### src/hdl/ffa_pkg.sv
// shared types and constants of the first-fit frame allocator
package ffa_pkg;

  localparam int CMD_W       = 1;
  localparam int SLOT_W      = 4;
  localparam int REQ_BYTES_W = 19;
  localparam int STATUS_W    = 2;
  localparam int BASE_W      = 18;
  localparam int GRANT_W     = 19;
  localparam int FREE_W      = 7;

  localparam int FB_W        = 13;
  localparam int FIU_W       = 7;
  localparam int CFG_INDEX_W = 1;
  localparam int CFG_DATA_W  = 13;

  localparam logic [FB_W-1:0]  FB_RESET  = 13'd16;
  localparam logic [FIU_W-1:0] FIU_RESET = 7'd64;

  localparam logic [CFG_INDEX_W-1:0] REG_FRAME_BYTES   = 1'b0;
  localparam logic [CFG_INDEX_W-1:0] REG_FRAMES_IN_USE = 1'b1;

  localparam logic [CMD_W-1:0] CMD_ALLOC   = 1'b0;
  localparam logic [CMD_W-1:0] CMD_RELEASE = 1'b1;

  // rounded-up numerator is request plus frame size minus one
  localparam int NUM_W  = 20;
  localparam int STEP_W = $clog2(NUM_W);
  localparam logic [STEP_W-1:0] DIV_LAST = STEP_W'(NUM_W - 1);

  typedef enum logic [STATUS_W-1:0] {
    ST_OK       = 2'd0,
    ST_NO_SPACE = 2'd1,
    ST_NO_SLOT  = 2'd2
  } ffa_status_t;

  typedef enum logic [1:0] {
    SWEEP_NONE,
    SWEEP_MARK,
    SWEEP_FREE
  } ffa_sweep_t;

  typedef enum logic [2:0] {
    S_CLEAR,
    S_IDLE,
    S_LOOKUP,
    S_DIVIDE,
    S_SCAN,
    S_SWEEP,
    S_FINISH
  } ffa_state_t;

  typedef struct packed {
    logic [CMD_W-1:0]       command;
    logic [SLOT_W-1:0]      owner_slot;
    logic [REQ_BYTES_W-1:0] request_bytes;
  } ffa_req_t;

  typedef struct packed {
    logic [STATUS_W-1:0] status;
    logic [BASE_W-1:0]   base_address;
    logic [GRANT_W-1:0]  granted_bytes;
    logic [FREE_W-1:0]   free_frames;
  } ffa_rsp_t;

  typedef struct packed {
    logic        clear_step;
    logic        load_req;
    logic        div_start;
    logic        scan_init;
    logic        scan_step;
    logic        sweep_init;
    ffa_sweep_t  sweep_kind;
    ffa_status_t sweep_status;
    logic        sweep_step;
    logic        finish;
  } ffa_cmd_t;

  typedef struct packed {
    logic clear_done;
    logic slot_ok;
    logic is_release;
    logic slot_held;
    logic div_done;
    logic need_ok;
    logic scan_found;
    logic scan_end;
    logic sweep_end;
    logic out_free;
  } ffa_stat_t;

endpackage

### src/hdl/ffa_div.sv
// restoring divider, one quotient bit per cycle
module ffa_div import ffa_pkg::*; (
  input  logic             clk,
  input  logic             rst,
  input  logic             start,
  input  logic [NUM_W-1:0] num,
  input  logic [FB_W-1:0]  den,
  output logic             busy,
  output logic [NUM_W-1:0] quo
);

  logic [FB_W-1:0]   rem;
  logic [FB_W-1:0]   den_r;
  logic [STEP_W-1:0] step;
  logic [FB_W:0]     shifted;
  logic [FB_W:0]     diff;
  logic              fits;

  assign shifted = {rem, quo[NUM_W-1]};
  assign fits    = shifted >= {1'b0, den_r};
  assign diff    = shifted - {1'b0, den_r};

  always_ff @(posedge clk) begin
    if (rst) begin
      busy <= 1'b0;
      step <= '0;
    end else if (start) begin
      busy  <= 1'b1;
      step  <= '0;
      rem   <= '0;
      quo   <= num;
      den_r <= den;
    end else if (busy) begin
      rem  <= fits ? diff[FB_W-1:0] : shifted[FB_W-1:0];
      quo  <= {quo[NUM_W-2:0], fits};
      step <= step + STEP_W'(1);
      if (step == DIV_LAST) begin
        busy <= 1'b0;
      end
    end
  end

endmodule

### src/hdl/ffa_ctrl.sv
// sequencing state machine of the frame allocator
module ffa_ctrl import ffa_pkg::*; (
  input  logic      clk,
  input  logic      rst,
  input  logic      req_valid,
  output logic      req_ready,
  input  ffa_stat_t stat,
  output ffa_cmd_t  cmd
);

  ffa_state_t state, state_next;

  always_ff @(posedge clk) begin
    if (rst) begin
      state <= S_CLEAR;
    end else begin
      state <= state_next;
    end
  end

  always_comb begin
    state_next = state;
    case (state)
      S_CLEAR: begin
        if (stat.clear_done) state_next = S_IDLE;
      end
      S_IDLE: begin
        if (req_valid) state_next = S_LOOKUP;
      end
      S_LOOKUP: begin
        if (stat.slot_ok && !stat.is_release) state_next = S_DIVIDE;
        else state_next = S_SWEEP;
      end
      S_DIVIDE: begin
        if (stat.div_done) state_next = stat.need_ok ? S_SCAN : S_SWEEP;
      end
      S_SCAN: begin
        if (stat.scan_found || stat.scan_end) state_next = S_SWEEP;
      end
      S_SWEEP: begin
        if (stat.sweep_end) state_next = S_FINISH;
      end
      S_FINISH: begin
        if (stat.out_free) state_next = S_IDLE;
      end
      default: state_next = S_CLEAR;
    endcase
  end

  always_comb begin
    cmd              = '0;
    cmd.sweep_kind   = SWEEP_NONE;
    cmd.sweep_status = ST_OK;
    req_ready        = 1'b0;
    case (state)
      S_CLEAR: begin
        cmd.clear_step = 1'b1;
      end
      S_IDLE: begin
        req_ready    = 1'b1;
        cmd.load_req = req_valid;
      end
      S_LOOKUP: begin
        if (!stat.slot_ok) begin
          cmd.sweep_init   = 1'b1;
          cmd.sweep_status = ST_NO_SLOT;
        end else if (stat.is_release) begin
          cmd.sweep_init = 1'b1;
          if (stat.slot_held) begin
            cmd.sweep_kind = SWEEP_FREE;
          end else begin
            cmd.sweep_status = ST_NO_SLOT;
          end
        end else begin
          cmd.div_start = 1'b1;
        end
      end
      S_DIVIDE: begin
        if (stat.div_done) begin
          if (stat.need_ok) begin
            cmd.scan_init = 1'b1;
          end else begin
            cmd.sweep_init   = 1'b1;
            cmd.sweep_status = ST_NO_SPACE;
          end
        end
      end
      S_SCAN: begin
        if (stat.scan_found) begin
          cmd.sweep_init = 1'b1;
          cmd.sweep_kind = SWEEP_MARK;
        end else if (stat.scan_end) begin
          cmd.sweep_init   = 1'b1;
          cmd.sweep_status = ST_NO_SPACE;
        end else begin
          cmd.scan_step = 1'b1;
        end
      end
      S_SWEEP: begin
        cmd.sweep_step = !stat.sweep_end;
      end
      S_FINISH: begin
        cmd.finish = stat.out_free;
      end
      default: ;
    endcase
  end

endmodule

### src/hdl/ffa_datapath.sv
// bitmap memory, slot table, scan and sweep counters, result register
module ffa_datapath import ffa_pkg::*; #(
  parameter int MAX_FRAMES = 64,
  parameter int SLOT_COUNT = 16
) (
  input  logic                   clk,
  input  logic                   rst,
  input  ffa_req_t               req,
  output ffa_rsp_t               rsp,
  output logic                   rsp_valid,
  input  logic                   rsp_ready,
  input  logic                   cfg_valid,
  input  logic [CFG_INDEX_W-1:0] cfg_index,
  input  logic [CFG_DATA_W-1:0]  cfg_data,
  input  ffa_cmd_t               cmd,
  output ffa_stat_t              stat
);

  localparam int FW  = (MAX_FRAMES > 1) ? $clog2(MAX_FRAMES) : 1;
  localparam int NW  = $clog2(MAX_FRAMES + 1);
  localparam int HW  = NW + 1;
  localparam int SW  = (SLOT_COUNT > 1) ? $clog2(SLOT_COUNT) : 1;
  localparam int BPW = FW + FB_W;
  localparam int GPW = NW + FB_W;

  // configuration
  logic [FB_W-1:0]  frame_bytes;
  logic [FIU_W-1:0] frames_in_use;
  logic [FB_W-1:0]  fb_eff;
  logic [NW-1:0]    managed;

  always_ff @(posedge clk) begin
    if (rst) begin
      frame_bytes   <= FB_RESET;
      frames_in_use <= FIU_RESET;
    end else if (cfg_valid) begin
      case (cfg_index)
        REG_FRAME_BYTES:   frame_bytes   <= cfg_data[FB_W-1:0];
        REG_FRAMES_IN_USE: frames_in_use <= cfg_data[FIU_W-1:0];
        default: ;
      endcase
    end
  end

  assign fb_eff  = (frame_bytes == '0) ? FB_W'(1) : frame_bytes;
  assign managed = (32'(frames_in_use) > MAX_FRAMES) ? NW'(MAX_FRAMES) : NW'(frames_in_use);

  // request held for the whole transaction
  logic [CMD_W-1:0]       cmd_r;
  logic [SLOT_W-1:0]      slot_r;
  logic [REQ_BYTES_W-1:0] bytes_r;
  logic [SW-1:0]          slot_idx;

  always_ff @(posedge clk) begin
    if (cmd.load_req) begin
      cmd_r   <= req.command;
      slot_r  <= req.owner_slot;
      bytes_r <= req.request_bytes;
    end
  end

  assign slot_idx = SW'(slot_r);

  // frames needed, rounded up
  logic [NUM_W-1:0] div_num;
  logic [NUM_W-1:0] need;
  logic [NW-1:0]    need_t;
  logic             div_busy;

  assign div_num = NUM_W'(bytes_r) + NUM_W'(fb_eff) - NUM_W'(1);
  assign need_t  = NW'(need);

  ffa_div u_div (
    .clk   (clk),
    .rst   (rst),
    .start (cmd.div_start),
    .num   (div_num),
    .den   (fb_eff),
    .busy  (div_busy),
    .quo   (need)
  );

  // slot table
  logic [SLOT_COUNT-1:0] slot_vld;
  logic [FW-1:0]         start_mem [SLOT_COUNT];
  logic [NW-1:0]         count_mem [SLOT_COUNT];
  logic [FW-1:0]         start_rd;
  logic [NW-1:0]         count_rd;
  logic [FW-1:0]         run_start;

  always_ff @(posedge clk) begin
    if (cmd.load_req) begin
      start_rd <= start_mem[SW'(req.owner_slot)];
      count_rd <= count_mem[SW'(req.owner_slot)];
    end
    if (cmd.sweep_init && cmd.sweep_kind == SWEEP_MARK) begin
      start_mem[slot_idx] <= run_start;
      count_mem[slot_idx] <= need_t;
    end
  end

  always_ff @(posedge clk) begin
    if (rst) begin
      slot_vld <= '0;
    end else if (cmd.sweep_init) begin
      case (cmd.sweep_kind)
        SWEEP_MARK: slot_vld[slot_idx] <= 1'b1;
        SWEEP_FREE: slot_vld[slot_idx] <= 1'b0;
        default: ;
      endcase
    end
  end

  // bitmap memory and its clearing pass
  logic          used_mem [MAX_FRAMES];
  logic          rd_data;
  logic          rd_en;
  logic [FW-1:0] rd_addr;
  logic [NW-1:0] clr_idx;
  logic          clear_done;
  logic          clr_we;
  logic          sw_we;
  logic          nbit;

  logic [NW-1:0] sc_idx;
  logic          sc_pend;
  logic [FW-1:0] sc_pidx;
  logic [NW-1:0] run;
  logic [NW-1:0] run_inc;
  logic          found;

  logic [NW-1:0] sw_idx;
  logic          sw_pend;
  logic [FW-1:0] sw_pidx;
  logic [NW-1:0] sw_pidx_n;
  logic [NW-1:0] lo;
  logic [NW-1:0] hi;
  logic [NW-1:0] limit;
  logic          sw_mark;
  logic [NW-1:0] cnt;
  logic          in_range;

  assign clear_done = (clr_idx == NW'(MAX_FRAMES));
  assign clr_we     = cmd.clear_step && !clear_done;

  always_ff @(posedge clk) begin
    if (rst) begin
      clr_idx <= '0;
    end else if (clr_we) begin
      clr_idx <= clr_idx + NW'(1);
    end
  end

  always_comb begin
    rd_en   = 1'b0;
    rd_addr = FW'(sc_idx);
    if (cmd.scan_step && sc_idx < managed) begin
      rd_en = 1'b1;
    end else if (cmd.sweep_step && sw_idx < limit) begin
      rd_en   = 1'b1;
      rd_addr = FW'(sw_idx);
    end
  end

  always_ff @(posedge clk) begin
    if (clr_we) begin
      used_mem[clr_idx[FW-1:0]] <= 1'b0;
    end else if (sw_we) begin
      used_mem[sw_pidx] <= nbit;
    end
    if (rd_en) begin
      rd_data <= used_mem[rd_addr];
    end
  end

  // first-fit scan, one frame per cycle behind the registered read
  assign run_inc = run + NW'(1);

  always_ff @(posedge clk) begin
    if (rst) begin
      sc_idx  <= '0;
      sc_pend <= 1'b0;
      found   <= 1'b0;
      run     <= '0;
    end else if (cmd.scan_init) begin
      sc_idx  <= '0;
      sc_pend <= 1'b0;
      found   <= 1'b0;
      run     <= '0;
    end else if (cmd.scan_step) begin
      if (sc_idx < managed) begin
        sc_pend <= 1'b1;
        sc_pidx <= FW'(sc_idx);
        sc_idx  <= sc_idx + NW'(1);
      end else begin
        sc_pend <= 1'b0;
      end
      if (sc_pend && !found) begin
        if (!rd_data) begin
          if (run == '0) run_start <= sc_pidx;
          run <= run_inc;
          if (run_inc >= need_t) found <= 1'b1;
        end else begin
          run <= '0;
        end
      end
    end
  end

  // plan of the sweep: range to mark or free, and the reported region
  logic [HW-1:0] plan_hi_w;
  logic [NW-1:0] plan_lo;
  logic [NW-1:0] plan_hi;
  logic [NW-1:0] plan_limit;
  logic [FW-1:0] plan_start;
  logic [NW-1:0] plan_count;

  always_comb begin
    case (cmd.sweep_kind)
      SWEEP_MARK: begin
        plan_start = run_start;
        plan_count = need_t;
      end
      SWEEP_FREE: begin
        plan_start = start_rd;
        plan_count = count_rd;
      end
      default: begin
        plan_start = '0;
        plan_count = '0;
      end
    endcase
    plan_lo    = NW'(plan_start);
    plan_hi_w  = HW'(plan_start) + HW'(plan_count);
    plan_hi    = (32'(plan_hi_w) > MAX_FRAMES) ? NW'(MAX_FRAMES) : NW'(plan_hi_w);
    plan_limit = (plan_hi > managed) ? plan_hi : managed;
  end

  // sweep: applies the range and recounts free managed frames
  assign sw_pidx_n = NW'(sw_pidx);
  assign in_range  = (sw_pidx_n >= lo) && (sw_pidx_n < hi);
  assign nbit      = sw_mark ? (rd_data | in_range) : (rd_data & ~in_range);
  assign sw_we     = cmd.sweep_step && sw_pend && in_range;

  ffa_status_t   res_status;
  logic [FW-1:0] res_start;
  logic [NW-1:0] res_count;

  always_ff @(posedge clk) begin
    if (rst) begin
      sw_idx  <= '0;
      sw_pend <= 1'b0;
      limit   <= '0;
      cnt     <= '0;
    end else if (cmd.sweep_init) begin
      sw_idx     <= '0;
      sw_pend    <= 1'b0;
      cnt        <= '0;
      lo         <= plan_lo;
      hi         <= plan_hi;
      limit      <= plan_limit;
      sw_mark    <= (cmd.sweep_kind == SWEEP_MARK);
      res_status <= cmd.sweep_status;
      res_start  <= plan_start;
      res_count  <= plan_count;
    end else if (cmd.sweep_step) begin
      if (sw_idx < limit) begin
        sw_pend <= 1'b1;
        sw_pidx <= FW'(sw_idx);
        sw_idx  <= sw_idx + NW'(1);
      end else begin
        sw_pend <= 1'b0;
      end
      if (sw_pend && sw_pidx_n < managed && !nbit) begin
        cnt <= cnt + NW'(1);
      end
    end
  end

  // result register
  logic [BPW-1:0] base_prod;
  logic [GPW-1:0] grant_prod;
  logic           out_free;

  assign base_prod  = BPW'(res_start) * BPW'(fb_eff);
  assign grant_prod = GPW'(res_count) * GPW'(fb_eff);
  assign out_free   = !rsp_valid || rsp_ready;

  always_ff @(posedge clk) begin
    if (rst) begin
      rsp_valid <= 1'b0;
    end else if (cmd.finish) begin
      rsp_valid <= 1'b1;
    end else if (rsp_ready) begin
      rsp_valid <= 1'b0;
    end
  end

  always_ff @(posedge clk) begin
    if (cmd.finish) begin
      rsp.status        <= res_status;
      rsp.base_address  <= BASE_W'(base_prod);
      rsp.granted_bytes <= GRANT_W'(grant_prod);
      rsp.free_frames   <= FREE_W'(cnt);
    end
  end

  always_comb begin
    stat            = '0;
    stat.clear_done = clear_done;
    stat.slot_ok    = (32'(slot_r) < SLOT_COUNT);
    stat.is_release = (cmd_r == CMD_RELEASE);
    stat.slot_held  = slot_vld[slot_idx];
    stat.div_done   = !div_busy;
    stat.need_ok    = (need != '0) && (need <= NUM_W'(managed));
    stat.scan_found = found;
    stat.scan_end   = (sc_idx == managed) && !sc_pend && !found;
    stat.sweep_end  = (sw_idx == limit) && !sw_pend;
    stat.out_free   = out_free;
  end

endmodule

### src/hdl/first_fit_frame_allocator.sv
// top level of the first-fit contiguous frame allocator
//
//  channel  signals                          direction  carries
//  req      req_valid req_ready req         in         command, owner slot, byte size
//  rsp      rsp_valid rsp_ready rsp         out        status, address, size, free count
//  cfg      cfg_valid cfg_ready cfg_index   in         frame size, managed frame count
//           cfg_data
//
// one request at a time, n managed frames. allocate: accept the request and look up the slot,
// divide, scan to the first run that fits, sweep over the bitmap ram to mark the run and
// recount free frames, then load the result. zero-size or oversize allocate skips the scan;
// release skips division and scan and sweeps up to the larger of n and the end of the freed
// region. reset clears the ram first. a result waiting in the output register stalls only the
// finish of the next transaction.
module first_fit_frame_allocator import ffa_pkg::*; #(
  parameter int MAX_FRAMES = 64,
  parameter int SLOT_COUNT = 16
) (
  input  logic                   clk,
  input  logic                   rst,
  input  logic                   req_valid,
  output logic                   req_ready,
  input  ffa_req_t               req,
  output logic                   rsp_valid,
  input  logic                   rsp_ready,
  output ffa_rsp_t               rsp,
  input  logic                   cfg_valid,
  output logic                   cfg_ready,
  input  logic [CFG_INDEX_W-1:0] cfg_index,
  input  logic [CFG_DATA_W-1:0]  cfg_data
);

  ffa_cmd_t  cmd;
  ffa_stat_t stat;

  // configuration writes are always accepted and registered
  assign cfg_ready = 1'b1;

  ffa_ctrl u_ctrl (
    .clk       (clk),
    .rst       (rst),
    .req_valid (req_valid),
    .req_ready (req_ready),
    .stat      (stat),
    .cmd       (cmd)
  );

  ffa_datapath #(
    .MAX_FRAMES (MAX_FRAMES),
    .SLOT_COUNT (SLOT_COUNT)
  ) u_datapath (
    .clk       (clk),
    .rst       (rst),
    .req       (req),
    .rsp       (rsp),
    .rsp_valid (rsp_valid),
    .rsp_ready (rsp_ready),
    .cfg_valid (cfg_valid),
    .cfg_index (cfg_index),
    .cfg_data  (cfg_data),
    .cmd       (cmd),
    .stat      (stat)
  );

endmodule
### config.mk
export PLATFORM = sky130hd
export DESIGN_NAME = first_fit_frame_allocator
export DESIGN_NICKNAME = d
export VERILOG_FILES = /design/src/hdl/ffa_pkg.sv /design/src/hdl/ffa_div.sv /design/src/hdl/ffa_ctrl.sv /design/src/hdl/ffa_datapath.sv /design/src/hdl/first_fit_frame_allocator.sv
export SDC_FILE = /design/constraint.sdc
export NUM_CORES = 1
export LEC_CHECK = 0
export BUFFER_PORTS_ARGS = -buffer_cell sky130_fd_sc_hd__buf_4
export CAP_MARGIN = 10
export CORE_AREA = 2 2 196 343
export CTS_BUF_LIST = sky130_fd_sc_hd__clkbuf_4 sky130_fd_sc_hd__clkbuf_8
export CTS_CLUSTER_DIAMETER = 100
export DETAILED_ROUTE_END_ITERATION = 7
export DIE_AREA = 0 0 198 345
export GPL_TIMING_DRIVEN = 0
export MAX_ROUTING_LAYER = met4
export PLACE_DENSITY = 0.65
export RECOVER_POWER = 25
export REMOVE_ABC_BUFFERS = 1
export SYNTH_ARGS = -nofsm -noshare
export SYNTH_HDL_FRONTEND = slang
export SYNTH_SLANG_ARGS = --single-unit
export TNS_END_PERCENT = 10
### constraint.sdc
create_clock -name clk -period 14.2 [get_ports clk]
set_input_delay 1.42 -clock clk [delete_from_list [all_inputs] [get_ports clk]]
set_output_delay 1.42 -clock clk [all_outputs]
set_load 0.02 [all_outputs]
* Word-level counts from Yosys, hierarchy flattened
Memory sizes are Yosys's and may differ from the RTL's. A register that Yosys moved wholly into a read port is not among the register bits. Cells that the tools add are included.
Word-level totals: memories kept 3, output and inout bits 49, ROM bits 0, word-level logic and storage cells 216, latch bits 0, bits in writable memories 272, bits in registers 248
Memories:
- u_datapath.count_mem | words 16, bits a word 7, read ports 1, clocked after Yosys merged registers in 1, wr ports 1, RTL line ffa_datapath.sv:86 | logic [NW-1:0] count_mem [SLOT_COUNT];
- u_datapath.start_mem | words 16, bits a word 6, read ports 1, clocked after Yosys merged registers in 1, wr ports 1, RTL line ffa_datapath.sv:85 | logic [FW-1:0] start_mem [SLOT_COUNT];
- u_datapath.used_mem | words 64, bits a word 1, read ports 1, clocked after Yosys merged registers in 1, wr ports 1, RTL line ffa_datapath.sv:115 | logic used_mem [MAX_FRAMES];
Cells by class: muxes and demuxes 75, equality and inequality tests 18, bitwise operators 11, $add $sub $neg 10, divide/modulo/power cells 0, order comparisons 13, multiply operators 2, reduce and logical (&&, ||, !) cells 50, shifts and indexed selects 0
Operators by type and width (number):
- 1-bit two-way mux | 42
- 20-bit two-way mux | 2
- 13-bit two-way mux | 3
- 7-bit by 1-bit adder with 7-bit output (second input constant) | 5
- 16-bit one-hot mux with 2 select lines | 1
- 7-bit two-way mux | 4
- 3-bit two-way mux | 7
- 3-bit one-hot mux with 7 select lines | 1
- 19-bit by 13-bit adder with 20-bit output | 1
- 20-bit by 7-bit less-or-equal comparator with 1-bit output | 1
- 2-bit AND reduction | 10
- 20-bit nonzero test | 1
- 20-bit by 1-bit subtractor with 20-bit output (second input constant) | 1
- 7-bit by 13-bit multiplier with 19-bit output | 1
- 6-bit by 13-bit multiplier with 18-bit output | 1
- 6-bit two-way mux | 3
- 16-bit AND | 1
- 16-bit inverter | 1
- 16-bit OR | 1
- 1-bit logical AND | 15
- 7-bit == test | 2
- 14-bit by 13-bit greater-or-equal comparator with 1-bit output | 1
- 6-bit by 7-bit < comparator with 1-bit output | 2
- 7-bit < comparator | 2
- other kinds (41) | 70

* Longest topological paths before layout
depth after elaboration 12, mapped depth 32, mapped depth without buffers 27

* By module
Synthesis repeated with hierarchy kept, for this count alone.
Unflattened totals: cell total of the unflattened synthesis 2523, area, all modules 30087.6 µm²
By module, submodules not included:
- ffa_datapath | sequential area each 13563.0 µm², times used 1, cells each 2246, area an instance 26940.8 µm²
- ffa_div | sequential area each 1501.4 µm², times used 1, cells each 227, area an instance 2785.2 µm²
- ffa_ctrl | sequential area each 60.1 µm², times used 1, cells each 48, area an instance 350.3 µm²
- first_fit_frame_allocator | sequential area each 0.0 µm², times used 1, cells each 2, area an instance 11.3 µm²

* Worst setup path after synthesis
OpenSTA, ideal clock, no wires.
path kind reg2reg, from reg u_datapath.slot_r[0], in the netlist u_datapath.slot_idx[0], to reg u_datapath.limit[3], clock period less this slack 5857 ps, path buffers 5, required time 14066 ps, arrival 5723 ps, path slack 8343 ps, stages on the path, launching flop included 32, cells stage by stage edfxtp_1 -> clkbuf_1 -> mux4_2 -> mux4_2 -> nand4_1 -> inv_1 -> ha_1 -> clkbuf_1 -> clkbuf_1 -> clkbuf_1 -> a22oi_1 -> nor2_1 -> ha_1 -> inv_1 -> fa_1 -> nor2b_1 -> o21ai_0 -> a21boi_0 -> o21ai_0 -> nor4b_1 -> o21bai_1 -> a21oi_1 -> ha_1 -> a21o_1 -> a21oi_1 -> o21ai_0 -> nor2_1 -> nor2_1 -> clkbuf_1 -> nor2_1 -> a211oi_1 -> a211oi_1
Between the ends: word-level cells in the longest chain between the ends 12, elaborated cells between the ends (all ways) 14, classes of those cells add/sub (1); order compare (2); eq/ne (2); mux (9)
RTL lines:
- from (decl) | RTL line ffa_datapath.sv:50 | logic [SLOT_W-1:0] slot_r;
- from (signal assigned) | RTL line ffa_datapath.sv:57 | slot_r <= req.owner_slot;
- 1-bit binary-select mux with 4-bit select * | RTL line ffa_datapath.sv:313 | stat.slot_held = slot_vld[slot_idx];
- 1-bit two-way mux (implied by the code) * | RTL line ffa_datapath.sv:313
- 2-bit two-way mux * | RTL line ffa_ctrl.sv:69 | if (stat.slot_held) begin
- 5-bit two-way mux * | RTL line ffa_ctrl.sv:67 | end else if (stat.is_release) begin
- 2-bit one-hot mux with 2 select lines * | RTL line ffa_ctrl.sv:55 | case (state)
- 2-bit == test or 2-bit by 1-bit == test with 1-bit output (tied branches) | RTL line ffa_datapath.sv:219 | case (cmd.sweep_kind)
- 6-bit one-hot mux with 2 select lines * | RTL line ffa_datapath.sv:219
- net u_datapath.plan_start[0] | RTL line ffa_datapath.sv:215 | logic [FW-1:0] plan_start;
- 6-bit by 7-bit adder with 8-bit output * | RTL line ffa_datapath.sv:234 | plan_hi_w = HW'(plan_start) + HW'(plan_count);
- 8-bit by 7-bit > comparator with 1-bit output | RTL line ffa_datapath.sv:235 | plan_hi = (32'(plan_hi_w) > MAX_FRAMES) ? NW'(MAX_FRAMES) : NW'(plan_hi_w);
- 7-bit two-way mux * | RTL line ffa_datapath.sv:235
- net u_datapath.plan_hi[6] | RTL line ffa_datapath.sv:213 | logic [NW-1:0] plan_hi;
- 7-bit > comparator * | RTL line ffa_datapath.sv:236 | plan_limit = (plan_hi > managed) ? plan_hi : managed;
- 7-bit two-way mux * | RTL line ffa_datapath.sv:236
- to (signal assigned) | RTL line ffa_datapath.sv:261 | limit <= plan_limit;
- to (decl) | RTL line ffa_datapath.sv:138 | logic [NW-1:0] limit;
Mark *: on every way through the listed nets, which the timed path passes. The rest lies on a longest branch. The select of a mux whose other input is x is not followed. A chain may end at the register's enable or synchronous reset.

* Worst setup path in the final report
from reg u_datapath.slot_r[0], in the netlist u_datapath.slot_idx[0], to reg u_datapath.limit[0]
Same word-level chain as after synthesis.

==> results.sh <==
export IMPL_r2r_start="u_datapath.slot_idx[0]"
export IMPL_layout_cells_non_filler=3505
export IMPL_reg2reg_slack_ps=7080
export IMPL_grt_pass1_wl_um=108000
export IMPL_cts_resized=0
export IMPL_post_cts_buffers=0
export IMPL_finClkSkew_ps=56.3
export IMPL_yosys_register_bits=534
export IMPL_rows=125
export IMPL_syn_area_per_cell_um2=11.8
export IMPL_wl_per_cell_um=19.8
export IMPL_cts_max_path_buffers=3
export IMPL_routed_via_density=5.44
export IMPL_cts_root_buf="clkbuf_8"
export IMPL_postRouteAntennaNets=0
export IMPL_met1_usage=0.219
export IMPL_initial_core_util=0.445
export IMPL_grt_max_degree=68
export IMPL_fin_area_mm2=0.0327
export IMPL_ys_seq_area_frac=0.516
export IMPL_die_y_um=345
export IMPL_fmax_ghz=0.141
export IMPL_dr_pass1_iters=7
export IMPL_cp_slowest_stage_delay_ps=670
export IMPL_htreeDepth=3
export IMPL_final_nets=2865
export IMPL_antenna_found_initial=2
export IMPL_clock_latency_ps=670
export IMPL_maxSlewViolCount=0
export IMPL_powerDensity_mw_per_mm2=106
export IMPL_vias=19100
export IMPL_rsz0062_at_grt="no"
export IMPL_route_detailed_drc=0
export IMPL_place_gp_congestion=0.923
export IMPL_cts_hold_fix_buffers=0
export IMPL_synthTopCellsByArea="edfxtp_1, ha_1, fa_1, dfxtp_1, mux4_2"
export IMPL_cts_tree="done"
export IMPL_crit_type="reg2reg"
export IMPL_placed_area_mm2=0.0311
export IMPL_period_needed_ps=7120
export IMPL_die_width_um=198
export IMPL_cp_startpoint="u_datapath.slot_idx[0]"
export IMPL_synth_area_mm2=0.0293
export IMPL_drt_iter0_markers=1130
export IMPL_crit_cells=26
export IMPL_crit_required_ps=14710
export IMPL_yosys_area_top_type="edfxtp_1"
export IMPL_grt_usage=0.212
export IMPL_min_from="u_datapath.res_status[0]"
export IMPL_dp_cells=3357
export IMPL_use_met2=0.382
export IMPL_yosys_warnings=0
export IMPL_setup_violations=0
export IMPL_drt_total_wl_um=69500
export IMPL_io_pins=92
export IMPL_cpMaxStageDelayCell="o21bai_1"
export IMPL_vdd_ir_drop_max_mv=0.0587
export IMPL_dp_hpwl_um=51200
export IMPL_ys_flop_type="edfxtp_1"
export IMPL_relSlewSlack=0.229
export IMPL_top_usage_layer="met2"
export IMPL_r2r_end="u_datapath.limit[0]"
export IMPL_fillCellCount=5752
export IMPL_drive_above_1_share=0.142
export IMPL_path_clk_slew_ps=70
export IMPL_multi_input_area_mm2=0.0128
export IMPL_worstSetupEndpoint="u_datapath.limit[0]"
export IMPL_seqCellArea_mm2=0.0151
export IMPL_grt_pass1_vias=20000
export IMPL_async_flop_share=0
export IMPL_cts_buffers=79
export IMPL_synthCells=2476
export IMPL_core_area_mm2=0.0658
export IMPL_use_met3=0.0275
export IMPL_tns_ps=0
export IMPL_grt_overflow=0
export IMPL_whs_ps=419
export IMPL_drv_cap=0
export IMPL_pre_cts_ws_ps=7200
export IMPL_clock_sinks=534
export IMPL_crit_fanout=15
export IMPL_synth_top_area_frac=0.454
export IMPL_critPathBufInv=1
export IMPL_endpoint_kind="flip-flop"
export IMPL_cp_top_family="simple AND/OR/NAND/NOR gates"
export IMPL_dieArea_mm2=0.0683
export IMPL_setup_ws_ps=7080
export IMPL_rr_worst_depth=26
export IMPL_power_leakage_nw=12.6
export IMPL_synth_cell_types=85
export IMPL_min_path_type="reg2reg"
export IMPL_crit_path_start_kind="flip-flop"
export IMPL_synth_edf_count=443
export IMPL_worst_ep_arrival_time_ps=7630
export IMPL_worstMarginPinSlew_ps=1150
export IMPL_layout_commonest_cell="edfxtp_1"
export IMPL_hold_viol_final=0
export IMPL_layout_common_cells="edfxtp_1, inv_1, nand2_1"
export IMPL_status="finished clean"
export IMPL_syn_to_final_growth_pct=11.6
export IMPL_io_buffers=90
export IMPL_timing_final_crit_share=0.501
-- power by group --
| part | total (mW) | internal (mW) | switching [mW] |
|---|---|---|---|
| Clock | 1.29 | 0.673 | 0.614 |
| Sequential | 1.76 | 1.72 | 0.0359 |
| Combinational | 0.429 | 0.172 | 0.257 |
| Total | 3.47 | 2.57 | 0.907 |
-- worst min path at each step --
| stage | end | slack [ps] | cells past startpoint |
|---|---|---|---|
| after floorplan | u_datapath.rsp[44] | 400 | 0 |
| after global placement | u_datapath.run_start[1] | 400 | 0 |
| after detailed placement | u_datapath.rsp[44] | 410 | 0 |
| after CTS | u_datapath.rsp[44] | 420 | 0 |
| after global routing | u_datapath.rsp[44] | 440 | 0 |
| final | u_datapath.rsp[44] | 420 | 0 |
-- layout make-up --
class	count	share of cell area
sequential	534	0.463
tap	889	0.0340
multi-input combinational	1573	0.393
timing repair buffer	109	0.0317
inverter	252	0.0289
clock buffer	117	0.0437
clock inverter	29	0.00624
antenna	2	0.000153
-- sequential cells by signal, summed over array words and instances, names as in the netlist, 13 cells and up, named ones only --
signal and cells:
u_datapath.bytes_r 19, u_datapath.count_mem 112, u_datapath.frame_bytes 13, u_datapath.rsp 46
u_datapath.start_mem 96, u_datapath.u_div.den_r 13, u_datapath.u_div.quo 20, u_datapath.u_div.rem 13
u_datapath.used_mem 64
-- per-layer routing --
metal,vias to the layer above,wire length (um)
met4,0,4170
met5,-,0
met3,215,3350
met1,9355,24800
met2,556,37100
li1,8950,-
-- per-stage QoR --
step	power, mW	util
after floorplan	2.08	-
after global placement	2.20	0.465
after detailed placement	2.22	0.472
after CTS	3.51	0.497
after global routing	3.62	0.497
final	3.47	0.497
-- Yosys cell counts (9+ instances only) --
| cell | count |
|---|---|
| a211oi_1 | 14 |
| a21o_1 | 31 |
| a21oi_1 | 106 |
| a22oi_1 | 17 |
| a31oi_1 | 14 |
| and2_1 | 43 |
| and3_1 | 14 |
| clkbuf_1 | 98 |
| dfxtp_1 | 91 |
| edfxtp_1 | 443 |
| fa_1 | 100 |
| ha_1 | 173 |
| inv_1 | 252 |
| mux2i_1 | 48 |
| mux4_2 | 70 |
| nand2_1 | 224 |
| nand2b_1 | 20 |
| nand3_1 | 42 |
| nand3b_1 | 11 |
| nand4_1 | 22 |
| nor2_1 | 228 |
| nor2b_1 | 23 |
| nor3_1 | 48 |
| nor4_1 | 15 |
| o21a_1 | 14 |
| o21ai_0 | 57 |
| o22ai_1 | 13 |
| or2_2 | 9 |
| or3_1 | 28 |
| xnor2_1 | 60 |
| xor2_1 | 26 |
-- cells by family (layout without fill, tap and decap cells) --
logic type                 count (synthesis)  after routing  synth area share
and+or+nand+nor                          750            750             0.119
DFF                                      534            534             0.516
buffers and inverters                    369            507            0.0485
AOI/OAI and AO/OA                        340            340            0.0758
adders and majority gates                273            273             0.142
muxes                                    123            123            0.0721
xor gates and xnor gates                  86             86            0.0257
other                                      1              3          0.000128
-- worst register-to-register path, cell delays in order (launching register included) --
cell and delay (ps):
edfxtp_1 570, mux4_2 590, mux4_2 530, nand4_1 150, ha_1 530, a22oi_1 170, nor2_1 290, ha_1 240
inv_1 60, fa_1 400, nor2b_1 120, o21ai_0 110, a21boi_0 190, o21ai_0 110, nor2b_1 150, o21bai_1 670
nor2_1 310, ha_1 390, a21oi_1 70, nor2b_1 90, o21ai_0 70, o21ai_0 70, nor2_1 90, nor2_1 560
nor2b_1 110, a211oi_1 260, nor3_1 80
Note: power is estimated with default switching activity, not from simulation.
